## src/rtl/quaternion_multiply_normalize_unit_defines.svh

```systemverilog
// ---------------------------------------------------------------------------
// Assertion macros for the quaternion multiply and normalise unit
// Simulation builds get the checks; synthesis builds get empty bodies.
// ---------------------------------------------------------------------------
`ifndef QUATERNION_MULTIPLY_NORMALIZE_UNIT_DEFINES_SVH
`define QUATERNION_MULTIPLY_NORMALIZE_UNIT_DEFINES_SVH

`ifndef SYNTH
// The consequent must hold whenever the antecedent holds.
`define QMN_ASSERT_IMPLY(label, clk, rst_n, ante, cons) \
  label: assert property (@(posedge clk) disable iff (!rst_n) (ante) |-> (cons)) \
    else $error("qmn: implication check failed");
// The expression must never be true.
`define QMN_ASSERT_NEVER(label, clk, rst_n, expr) \
  label: assert property (@(posedge clk) disable iff (!rst_n) !(expr)) \
    else $error("qmn: forbidden condition seen");
`else
`define QMN_ASSERT_IMPLY(label, clk, rst_n, ante, cons)
`define QMN_ASSERT_NEVER(label, clk, rst_n, expr)
`endif

`endif

```

## src/rtl/qmn_pkg.sv

```systemverilog
// ---------------------------------------------------------------------------
// qmn_pkg
// Shared constants and types of the quaternion multiply and normalise unit.
// ---------------------------------------------------------------------------
package qmn_pkg;

  // Block-scaled magnitudes have their largest value in [2^29, 2^30).
  localparam int NORM_BITS = 30;
  // Sum of four squared scaled magnitudes, and its integer square root.
  localparam int SUM_BITS  = 62;
  localparam int ROOT_BITS = 31;

  typedef logic [NORM_BITS-1:0] norm_t;

  // Per-item data carried alongside the square root and division units.
  typedef struct packed {
    norm_t [3:0] mag;
    logic  [3:0] neg;
    logic        zero;
  } side_t;

endpackage

```

## src/rtl/qmn_div.sv

```systemverilog
// ---------------------------------------------------------------------------
// qmn_div
// Pipelined restoring divider, one quotient bit per register stage.
// ---------------------------------------------------------------------------
module qmn_div #(
  parameter int NB = 45,
  parameter int QB = 15
) (
  input  logic                           clk,
  input  logic                           rst_n,
  input  logic                           in_valid,
  input  logic [NB-1:0]                  in_num,
  input  logic [qmn_pkg::ROOT_BITS-1:0]  in_den,
  output logic                           out_valid,
  output logic [QB-1:0]                  out_quot
);

  localparam int RB = qmn_pkg::ROOT_BITS;

  logic [RB-1:0] rem_r [QB];
  logic [QB-1:0] num_r [QB];
  logic [RB-1:0] den_r [QB];
  logic [QB-1:0] quo_r [QB];
  logic [QB-1:0] vld_r;

  for (genvar i = 0; i < QB; i++) begin : g_stage
    logic [RB-1:0] rem_p;
    logic [QB-1:0] num_p;
    logic [RB-1:0] den_p;
    logic [QB-1:0] quo_p;
    logic          vld_p;
    logic [RB:0]   t;
    logic          ge;

    // The high numerator bits are already below the divisor.
    if (i == 0) begin : g_first
      assign rem_p = RB'(in_num[NB-1:QB]);
      assign num_p = in_num[QB-1:0];
      assign den_p = in_den;
      assign quo_p = '0;
      assign vld_p = in_valid;
    end else begin : g_next
      assign rem_p = rem_r[i-1];
      assign num_p = num_r[i-1];
      assign den_p = den_r[i-1];
      assign quo_p = quo_r[i-1];
      assign vld_p = vld_r[i-1];
    end

    // Shift in one numerator bit and subtract the divisor where it fits.
    assign t  = {rem_p, num_p[QB-1]};
    assign ge = (t >= {1'b0, den_p});

    always_ff @(posedge clk) begin
      if (!rst_n) begin
        vld_r[i] <= 1'b0;
      end else begin
        vld_r[i] <= vld_p;
      end
      rem_r[i] <= RB'(ge ? (t - {1'b0, den_p}) : t);
      num_r[i] <= num_p << 1;
      den_r[i] <= den_p;
      quo_r[i] <= {quo_p[QB-2:0], ge};
    end
  end

  assign out_valid = vld_r[QB-1];
  assign out_quot  = quo_r[QB-1];

endmodule

```

## config.mk

```make
export PLATFORM = sky130hd
export DESIGN_NAME = qmn_div
export DESIGN_NICKNAME = d
export VERILOG_FILES = /design/src/rtl/quaternion_multiply_normalize_unit_defines.svh /design/src/rtl/qmn_pkg.sv /design/src/rtl/qmn_div.sv
export SDC_FILE = /design/constraint.sdc
export NUM_CORES = 2
export LEC_CHECK = 0
export BUFFER_PORTS_ARGS = -buffer_cell sky130_fd_sc_hd__buf_2
export CORE_MARGIN = 5
export CORE_UTILIZATION = 30
export CTS_CLUSTER_DIAMETER = 200
export DETAILED_ROUTE_END_ITERATION = 12
export PLACE_DENSITY = 0.41
export SYNTH_ARGS = -nofsm -noshare
export SYNTH_HDL_FRONTEND = slang
export SYNTH_SLANG_ARGS = --single-unit
```

## constraint.sdc

```tcl
create_clock -name clk -period 4.85 [get_ports clk]
set_input_delay 0 -clock clk [delete_from_list [all_inputs] [get_ports clk]]
set_output_delay 0 -clock clk [all_outputs]
set_load 0.1 [all_outputs]
```

# After elaboration in Yosys (flattened, before gate mapping)
# Memories as Yosys holds them, arrays and structs flattened.
# Cells that the tools add are included.
# totals
regBits	15
latchBits	0
ram_bits	1365
rom_bits	0
inputBits	79
output_inout_bits	16
elab_cells	64
memories	4
# op_classes
addsub	15
n_mul	0
div	0
magnitude_cmp	15
eq_ne	0
shift	0
muxes	15
bitwise	0
n_reduce_logical	0
# memory_table
name	depth	word_bits	read_ports	rd_clocked_by_memory_dff	wr	line_no	text
den_r	15	31	14	0	15	qmn_div.sv:22	logic [RB-1:0] den_r [QB];
rem_r	15	31	14	0	15	qmn_div.sv:20	logic [RB-1:0] rem_r [QB];
quo_r	15	15	15	0	15	qmn_div.sv:23	logic [QB-1:0] quo_r [QB];
num_r	15	14	14	0	15	qmn_div.sv:21	logic [QB-1:0] num_r [QB];
# ops
op	n
31-bit 2-to-1 mux	15
31-bit subtractor	15
32-bit by 31-bit greater-or-equal comparator with 1-bit output	14
31-bit greater-or-equal comparator	1

# Logic depth before layout (Yosys ltp)
# An unclocked memory read counts as a cell.
# depth
ltp_word	3
mapped_depth	15
ltp_nobuf	14

# Worst setup path before layout
# Ideal clock, no wire load.
# synth_path
path_type	register -> register
start	memory num_r[0][83] in the netlist's numbering
end	memory rem_r[0][215] in the netlist's numbering
arrival_time_ns	2.951
required_time_ns	4.729
slack_ns	1.778
path_stages_with_launch	14
period_less_slack_ns	3.072
cell_sequence	dfxtp_1 inv_1 ha_1 fa_1 nor2b_1 o2111ai_1 a31oi_1 nor4bb_1 o22ai_1 a21oi_1 nor3_1 nor2_2 buf_4 mux2_2
# synth_lines
element	line_no
start, declared	qmn_div.sv:21
end, declared	qmn_div.sv:20

==> results by group <==
Clock network
  – Longest Clk Path Bufs: 3
  – CTS H-Tree Depth: 4
  – # clock sinks: between 1000 and 1500
  – Root Driver: clkbuf_16
  – Cts bufs inserted: 138
  – Worst-path clk slew: around 50 ps
  – Clk_lat worst skew: 740 ps
  – CTS tree: done
  – Postcts setup bufs: 0

STA
  – Tcrit/Tclk final: 0.802
  – Hold Violations, Final: 0
  – Pins over their slew limit: 0
  – RSZ-0062 raised after global routing: false
  – Setup violators final: 0
  – Setup TNS: 0 ps
  – Slew margin rel.: 0.372
  – Max frequency: 257 MHz
  – Worst Max-Slew Pin Slew: 942 ps
  – Min Clock Period, post-route: approximately 3900 ps
  – Final Skew: 25.3 ps

Synthesis
  – Count of cell types in the netlist: roughly 90
  – Avg Inst Size Synth: 9.59 µm²
  – Number of synthesized register bits: 1108
  – Share of the synthesized area in the top cell type: 0.431
  – Largest cells by area after synthesis: dfxtp_1 43%, ha_1 11%, a21oi_1 4.3%
  – Synth Flop Type: dfxtp_1
  – Synth area leader: dfxtp_1
  – Synthesis Warnings: 0
  – Synth async-reset ratio: 0
  – Number of flops mapped to enable cells by yosys: 0
  – Synth top cells by count: 1108 x dfxtp_1, 568 x inv_1, 465 x ha_1
  – Synthesized area: 51500 µm²
  – Synth Instances: 5370
  – Synth Net Count: a little under 6000
  – Sequential fraction of the synthesis area: 0.431
  – Top-count cell post-synth: dfxtp_1

Die
  – Core area: 171000 µm²
  – IO Count: 95
  – Die Ht: 424 µm
  – Initial Util: 0.301
  – Full die area: 180000 µm²
  – Site Rows: 152
  – Die Wd: 424 µm

Final layout
  – Layout area overhead: 17.6%
  – Share of layout cells above drive strength 1: 0.108
  – Design Area, Final: 60600 µm²
  – Nets: between 6000 and 7000
  – FILL cells: 17400

Global routing
  – Total GRT Usage: 0.130
  – Total grt overflow: 0
  – Largest net degree at the start of global routing: 64
  – Initial antenna violation count: 2
  – Vias in the first global route: 38500
  – First-pass GRT wire length: 193000 µm

Place
  – Port buffer count: 94
  – Detail Placement HPWL: roughly 93000 µm
  – Gp weighted congestion: 0.839
  – Placed cell area: 54400 µm²

Power and ir drop
  – Power Density: 741 nW/µm²
  – Overall Power: 44.9 mW
  – Peak VDD IR: between 0.3 and 0.4 mV
  – Static Leak: roughly 28 nW

Worst hold path
  – Worst hold path type: in -> reg

Critical path
  – Data arrival, critical path: 4510 ps
  – Kind of critical path: reg -> reg
  – Worst path required time: 5470 ps
  – Worst-path maximum fanout: 20
  – Crit path launch type: flip-flop
  – Setup crit end kind: flip-flop

Route
  – DRC Markers: 0
  – Post-route ant nets: 0
  – DRT Pass-1 Iters: 5
  – DRT iter0 DRCs: 1274
  – Via count: 36700
  – WL/cell: 14.8 µm
  – Avg Vias per Cell: 4.58
  – Detailed Route WL: roughly 120000 µm

Run status
  – Status: finished, final reports clean

Run
  – Maxcap violations: 0
routing by layer:
metal,track usage,share of wire,vias to the layer above,wire length (µm)
met5,0,0,-,0
met4,0.0672,0.050,0,5950
met3,0.0229,0.031,281,3630
met2,0.249,0.51,507,61100
met1,0.135,0.40,16700,48100
li1,-,-,19200,-
power by group:
group          switching [mW]  internal [mW]
Clock                    3.90           6.13
Combinational            11.4           10.2
Sequential               1.36           11.9
Total                    16.7           28.2
repair_timing:
action,4_1_cts,5_1_grt
endpoints found under the hold margin,91,0
hold buffers,162,0
resized for setup,0,0
path summary, 6_finish.rpt:
path                        startpoint                    end  slack (ps)  cells past startpoint
setup / recovery  den_r[1][33]$_DFF_P_   rem_r[1][66]$_DFF_P_         960                     12
hold / removal              in_num[44]   rem_r[0][30]$_DFF_P_          80                      3
setup reg to reg  den_r[1][33]$_DFF_P_   rem_r[1][66]$_DFF_P_         960                     12
hold reg to reg   quo_r[11][9]$_DFF_P_  quo_r[12][10]$_DFF_P_         320                      0
critical path, stage by stage, from the launching register on:
cell	delay, ps
dfxtp_1	350
inv_1	50
ha_1	340
nor2b_1	160
o21a_1	180
o21ai_0	340
a21oi_1	190
o21ai_1	440
o21ai_0	310
a31oi_1	370
o41a_2	420
buf_4	270
mux2_2	360
placed cells by master, fill, tap and decap left out, types with 17 or more instances in the layout:
cell,Yosys,routed
nand3_1,75,75
dfxtp_1,1108,1108
inv_1,568,568
nand2b_1,68,68
o31a_1,17,17
o31ai_1,22,22
buf_4,11,23
o21ai_1,20,19
nand4_1,83,83
ha_1,465,465
buf_2,22,94
clkbuf_1,92,36
clkbuf_8,0,30
mux2i_1,19,19
nor3_1,53,53
dlygate4sd3_1,0,162
clkinv_2,0,21
xnor2_1,244,244
o21a_1,69,69
nor2_1,271,271
clkbuf_16,0,143
o211ai_1,21,21
mux2_2,184,184
or3_1,20,20
o21ai_0,282,282
and3_1,32,31
mux2_1,19,19
a21o_1,240,240
and2_1,35,35
o21bai_1,48,48
nor2b_1,61,61
a211oi_1,35,35
mux2_4,52,52
a21oi_1,440,440
a31oi_1,49,48
xor2_1,132,132
nand2_1,280,280
sequential cells by signal, summed over array words and instances, names as in the netlist:
register	cells
den_r	434
rem_r	434
g_stage.vld_p	14
num_r	105
quo_r	120
out_valid	1
cell type report:
class / count / area [µm²] / area share
multi-input combinational: 3561 / 26600 / 0.439
sequential: 1108 / 22200 / 0.366
clock buffer: 209 / 4130 / 0.0681
tap: 2233 / 2790 / 0.0461
timing repair buffer: 281 / 2300 / 0.0381
inverter: 568 / 2130 / 0.0352
clock inverter: 40 / 387 / 0.00638
antenna: 13 / 32.5 / 0.000537
cell families (layout without fill, tap and decap cells):
group,Yosys count,count (layout),share of synthesized area
adder cells (fa/ha/maj),479,479,0.118
buffers and inverters,701,1098,0.0536
XOR/XNOR,376,376,0.0640
multiplexers,274,274,0.0633
AND/OR/NAND/NOR,1050,1050,0.0998
other,0,13,0
AO/OA/AOI/OAI,1382,1382,0.170
flip-flops,1108,1108,0.431
per-stage QoR:
stage,setup WS (ps),hold WS [ps],cells,util
6_report,958,81.7,8013,0.354
5_1_grt,656,37.1,8013,0.354
4_1_cts,916,5.86,8000,0.354
3_5_place_dp,946,104,7589,0.318
3_3_place_gp,971,102,7589,0.318
2_1_floorplan,1780,27.7,5370,-
(Power assumes the default switching activity.)
