**config.mk**
```make
export PLATFORM = sky130hd
export DESIGN_NAME = qmn_sqrt
export DESIGN_NICKNAME = d
export VERILOG_FILES = /design/src/rtl/quaternion_multiply_normalize_unit_defines.svh /design/src/rtl/qmn_pkg.sv /design/src/rtl/qmn_sqrt.sv
export SDC_FILE = /design/constraint.sdc
export NUM_CORES = 2
export LEC_CHECK = 0
export BUFFER_PORTS_ARGS = -buffer_cell sky130_fd_sc_hd__buf_2
export CORE_AREA = 2 2 501 503
export DETAILED_ROUTE_END_ITERATION = 10
export DIE_AREA = 0 0 503 505
export GPL_ROUTABILITY_DRIVEN = 0
export SYNTH_ARGS = -nofsm -noshare
export SYNTH_HDL_FRONTEND = slang
export SYNTH_SLANG_ARGS = --single-unit
```
**constraint.sdc**
```tcl
create_clock -name clk -period 7.9 [get_ports clk]
set_input_delay 0.395 -clock clk [delete_from_list [all_inputs] [get_ports clk]]
set_output_delay 0.395 -clock clk [all_outputs]
set_load 0.05 [all_outputs]
```
**src/rtl/quaternion_multiply_normalize_unit_defines.svh**
```systemverilog
// ---------------------------------------------------------------------------
// Assertion macros for the quaternion multiply and normalise unit
// Simulation builds get the checks; synthesis builds get empty bodies.
// ---------------------------------------------------------------------------
`ifndef QUATERNION_MULTIPLY_NORMALIZE_UNIT_DEFINES_SVH
`define QUATERNION_MULTIPLY_NORMALIZE_UNIT_DEFINES_SVH

`ifndef SYNTH
// The consequent must hold whenever the antecedent holds.
`define QMN_ASSERT_IMPLY(label, clk, rst_n, ante, cons) \
  label: assert property (@(posedge clk) disable iff (!rst_n) (ante) |-> (cons)) \
    else $error("qmn: implication check failed");
// The expression must never be true.
`define QMN_ASSERT_NEVER(label, clk, rst_n, expr) \
  label: assert property (@(posedge clk) disable iff (!rst_n) !(expr)) \
    else $error("qmn: forbidden condition seen");
`else
`define QMN_ASSERT_IMPLY(label, clk, rst_n, ante, cons)
`define QMN_ASSERT_NEVER(label, clk, rst_n, expr)
`endif

`endif

```
**src/rtl/qmn_pkg.sv**
```systemverilog
// ---------------------------------------------------------------------------
// qmn_pkg
// Shared constants and types of the quaternion multiply and normalise unit.
// ---------------------------------------------------------------------------
package qmn_pkg;

  // Block-scaled magnitudes have their largest value in [2^29, 2^30).
  localparam int NORM_BITS = 30;
  // Sum of four squared scaled magnitudes, and its integer square root.
  localparam int SUM_BITS  = 62;
  localparam int ROOT_BITS = 31;

  typedef logic [NORM_BITS-1:0] norm_t;

  // Per-item data carried alongside the square root and division units.
  typedef struct packed {
    norm_t [3:0] mag;
    logic  [3:0] neg;
    logic        zero;
  } side_t;

endpackage

```
**src/rtl/qmn_sqrt.sv**
```systemverilog
// ---------------------------------------------------------------------------
// qmn_sqrt
// Pipelined integer square root, one result bit per register stage.
// ---------------------------------------------------------------------------
module qmn_sqrt (
  input  logic                           clk,
  input  logic                           rst_n,
  input  logic                           in_valid,
  input  logic [qmn_pkg::SUM_BITS-1:0]   in_sum,
  output logic                           out_valid,
  output logic [qmn_pkg::ROOT_BITS-1:0]  out_root
);

  localparam int RB   = qmn_pkg::ROOT_BITS;
  localparam int SB   = qmn_pkg::SUM_BITS;
  localparam int REMW = RB + 3;

  logic [REMW-1:0] rem_r  [RB];
  logic [RB-1:0]   root_r [RB];
  logic [SB-1:0]   src_r  [RB];
  logic [RB-1:0]   vld_r;

  for (genvar i = 0; i < RB; i++) begin : g_stage
    logic [REMW-1:0] rem_p;
    logic [RB-1:0]   root_p;
    logic [SB-1:0]   src_p;
    logic            vld_p;
    logic [REMW-1:0] rem_sh;
    logic [REMW-1:0] trial;
    logic            ge;

    // Each stage takes its operands from the stage before it.
    if (i == 0) begin : g_first
      assign rem_p  = '0;
      assign root_p = '0;
      assign src_p  = in_sum;
      assign vld_p  = in_valid;
    end else begin : g_next
      assign rem_p  = rem_r[i-1];
      assign root_p = root_r[i-1];
      assign src_p  = src_r[i-1];
      assign vld_p  = vld_r[i-1];
    end

    // Bring down the next two radicand bits and try a one digit.
    assign rem_sh = {rem_p[REMW-3:0], src_p[SB-1:SB-2]};
    assign trial  = REMW'({root_p, 2'b01});
    assign ge     = (rem_sh >= trial);

    always_ff @(posedge clk) begin
      if (!rst_n) begin
        vld_r[i] <= 1'b0;
      end else begin
        vld_r[i] <= vld_p;
      end
      rem_r[i]  <= ge ? (rem_sh - trial) : rem_sh;
      root_r[i] <= {root_p[RB-2:0], ge};
      src_r[i]  <= src_p << 2;
    end
  end

  assign out_valid = vld_r[RB-1];
  assign out_root  = root_r[RB-1];

endmodule

```
== Word-level counts from Yosys, hierarchy flattened ==
Memory sizes are Yosys's and may differ from the RTL's.
Cells that the tools add are included.
Word-level totals
  register bits: 31
  memory bits (writable): 3875
  output and inout port bits: 32
  memories: 3
Memories
  src_r: depth 31, bits a word 60, read ports 30, clocked after Yosys merged registers in 0, write ports 31, RTL line qmn_sqrt.sv:20  | logic [SB-1:0] src_r [RB];
  rem_r: depth 31, bits a word 34, read ports 30, clocked after Yosys merged registers in 0, write ports 31, RTL line qmn_sqrt.sv:18  | logic [REMW-1:0] rem_r [RB];
  root_r: depth 31, bits a word 31, read ports 31, clocked after Yosys merged registers in 0, write ports 31, RTL line qmn_sqrt.sv:19  | logic [RB-1:0] root_r [RB];
Operators by class
  add/sub/neg operators: 31
  order comparisons: 31
  muxes and demuxes: 31
Operators with widths (number)
  $mux W34: 31
  $ge A34 B33 Y1: 30
  $sub A34 B33 Y34: 30
  $sub A2 B1 Y3 const B: 1
  $ge A2 B1 Y1 const B: 1

== Logic depth before layout (Yosys ltp) ==
An unclocked memory read counts as a cell.
  word-level depth: 3
  gate-level depth with buffers: 14
  gate-level depth less buffers: 13

== Worst setup path before layout ==
OpenSTA, ideal clock, no wires.
  path kind: register -> register
  start: memory root_r[11][31] (netlist name)
  end: memory rem_r[24][20] (netlist name)
  arrival time: 2910 ps
  required time: 7785 ps
  slack: 4875 ps
  stages on the path, launching flop included: 13
  clock period less this slack: 3025 ps
  cell sequence: dfxtp_1 > inv_1 > ha_1 > nor2b_1 > o31a_1 > o31a_1 > or2_2 > a21oi_1 > o21ai_0 > or3b_1 > clkbuf_1 > clkbuf_1 > o21a_1
RTL lines (RTL line)
  from (decl): qmn_sqrt.sv:19
  to (decl): qmn_sqrt.sv:18

==> reports/metrics.cfg <==
[clock_network]
post_cts.repair.setup_buffers=0
cts_tree=built
clock_latency_ps=930
h-tree-depth=5
clockRootBuffer=clkbuf_16
clock_sinks=2370
cts_buffer_depth=4
clk_pin_slew_worst_paths_ps=60
numCtsBuffers=274

[placed_design]
dp_slack_ps=3940
io_buffer_count=96
dpl.hpwl_mm=131
dp.cells=11800

[synth]
ys_ff_latch=2370
synth_nets=9099
syn_inst=8506
synthFlopType=dfxtp_1
synth_area_sq_um=86500
synth_edf_count=0
synth.distinct_cells=100
ys_async_sr_fraction_pct=0
yosysWarnings=0
synth_seq_area_share_pct=54.9
syn_area_per_cell_sq_um=10.2

[sta]
hold_viol=0
slew_viol_final=0
fin_crit_ps=4120
tightest_slew_ps=1220
setup_viol=0
rsz0062_at_grt=false
fmax_ghz=0.243
finalClockSkew_ps=80.1
period_share_pct=52.2
fin_setup_tns_ps=0
setup_ws_ps=3780
max_slew_margin_pct=16.5

[critical_path]
worstSetupPathType=flop to flop
cpPeakStageDelay_ps=610
cp_top_family=compound AO/OA/AOI/OAI gates
worstPathArrival_ps=4870
crit_required_ps=8650
cp-start-kind=flop
crit_chain=inv_1, ha_1, nor2b_1, o31ai_1, a21oi_1, o311ai_1, a21oi_1, nand2b_1, a2111oi_2, buf_4, inv_1, mux2_2
cp_num_buf_inv=3
worstSetupEndpointType=flop
cp_max_fo=52
cp_slowest_cell=o311ai_1
r2r_slack_ps=3780

[grt]
grt_pass1_wl_mm=290
antenna_found_initial=2
gr-usage-all-layers_pct=13.6
globalRouteOverflowTotal=0
grt_pass1_vias=59000
grt_max_degree=58

[cells_and_area]
final_nets=9385
layout_common_cells=2370 x dfxtp_1, 665 x inv_1, 605 x nand2_1
layout_commonest_cell=dfxtp_1
drive_gt1_share_pct=7.50
fill_cells=23700
synthToLayoutAreaGrowth_pct=16.1
stdcell_count=12300

[power_and_ir_drop]
p_int_mw=23.9
pwr-share-seq_pct=46.6
clkPwrFrac_pct=37.9
power_frac_comb_pct=15.5
p_per_area_nw_per_um2=328
p_sw_share_pct=27.2
ir_drop_mv=0.266
power.leakage_nw=46.3
power.switching_mw=8.94

[floorplan]
die_area_sq_um=254000
start_util_pct=34.8
rows=183
io_pins=97
core_region_area_sq_um=248000
dieHeight_um=505
die_w_um=503

[drt]
wirelength_mm=176
drt-initial-drc-count=3817
wire_per_inst_um=14.3
drtPass1Iterations=6
vias=59200
ant_nets=0
via_per_inst=4.80
drc_errors=0

[min_path]
hp-class=primary input to flop

[status]
status=complete, no violations

[run]
maxCapViolations=0

==> path summary, 6_finish.rpt <==
kind                  startpoint            end  cells past startpoint
hold / removal        in_sum[11]   src_r[0][11]                      2
setup reg to reg  root_r[12][31]  rem_r[26][13]                     12
setup / recovery  root_r[12][31]  rem_r[26][13]                     12
hold reg to reg    src_r[9][102]  src_r[10][44]                      0
==> metrics by stage <==
stage	power [mW]	hold slack, ps	util, %	area, sq um
after floorplan	19.1	310	-	86500
after global placement	20.5	310	36.5	90600
after detailed placement	20.6	312	36.5	90600
after CTS	33.3	20.2	40.4	100000
after global routing	34.7	46.8	40.4	100000
final	32.9	102	40.4	100000
==> registers in the layout, summed over array words and instances (netlist names) <==
name           count
src_r            930
rem_r            913
root_r           496
g_stage.vld_p     30
out_valid          1
==> metal layers <==
| metal | GRT usage [%] | vias to the layer above | share of wire, % |
|---|---|---|---|
| li1 | - | 29700 | - |
| met1 | 16.5 | 27500 | 44 |
| met2 | 23.3 | 1476 | 47 |
| met3 | 2.43 | 474 | 4.9 |
| met4 | 6.36 | 0 | 4.5 |
| met5 | 0 | - | 0 |
==> worst reg2reg max path: stages, from the launching register on <==
cell and delay (ps):
dfxtp_1 320, inv_1 40, ha_1 340, nor2b_1 170, o31ai_1 390, a21oi_1 220
o311ai_1 610, a21oi_1 150, nand2b_1 250, a2111oi_2 530, buf_4 510, inv_1 180
mux2_2 290
==> layout make-up <==
type	count	area (sq um)	share of cell area [%]
Clock buffer	376	7860	7.83
Multi-Input combinational cell	5298	35900	35.8
Tap cell	3330	4170	4.15
Inverter	669	2510	2.50
Clock inverter	91	1200	1.19
Sequential cell	2370	47400	47.3
Antenna cell	2	5.00	0.00499
Timing Repair Buffer	179	1270	1.26
==> cell usage after synthesis, drive strengths merged (11+ instances only) <==
cell type	count	area share, %
ha	528	7.6
nand4	92	0.68
a31oi	45	0.33
nor3b	19	0.16
nand2	605	2.6
mux2	52	0.69
o21ai	507	2.9
nand3b	29	0.26
o31ai	69	0.60
nor3	218	1.3
dfxtp	2370	55
or3	100	0.73
nand3	132	0.77
nand2b	98	0.72
buf	36	0.22
nor2b	84	0.61
a211oi	39	0.34
o31a	14	0.14
a21oi	493	2.9
nor2	472	2.1
or2	42	0.31
a211o	18	0.18
a2111oi	22	0.26
o21bai	60	0.52
nor4	114	0.91
or4	56	0.50
and4	14	0.14
xnor2	375	3.8
nand4b	21	0.23
a21boi	26	0.23
clkbuf	133	0.58
and3	35	0.25
xor2	365	3.7
o211ai	38	0.34
o41ai	11	0.11
a21o	218	1.9
and2	55	0.40
o21a	97	0.84
inv	667	2.9
==> kinds of logic (layout without fill, tap and decap cells) <==
group / after synthesis / after routing / synth area share (%)
other cells: 1 / 3 / 0.00434
buf+inv: 838 / 1315 / 3.70
simple gates: 2217 / 2217 / 13.0
xor+xnor: 740 / 740 / 7.49
flops: 2370 / 2370 / 54.9
compound gates: 1750 / 1750 / 12.5
mux: 62 / 62 / 0.810
fa+ha+maj: 528 / 528 / 7.64
==> power by group through the flow <==
| stage | Clock [mW] | Combinational, mW | Sequential, mW |
|---|---|---|---|
| 2_1_floorplan | 0 | 4.01 | 15.1 |
| 3_3_place_gp | 0 | 4.91 | 15.6 |
| 3_5_place_dp | 0 | 5.04 | 15.6 |
| 4_1_cts | 12.9 | 5.09 | 15.3 |
| 5_1_grt | 13.4 | 5.73 | 15.6 |
| 6_report | 12.5 | 5.10 | 15.3 |
==> what timing repair did <==
action | 4_1_cts | 5_1_grt
setup endpoints to repair | 0 | 0
hold buffers | 66 | 0
hold endpoints to repair | 94 | 0
gates resized for setup | 0 | 0
Power figures use the tool's default switching activity.
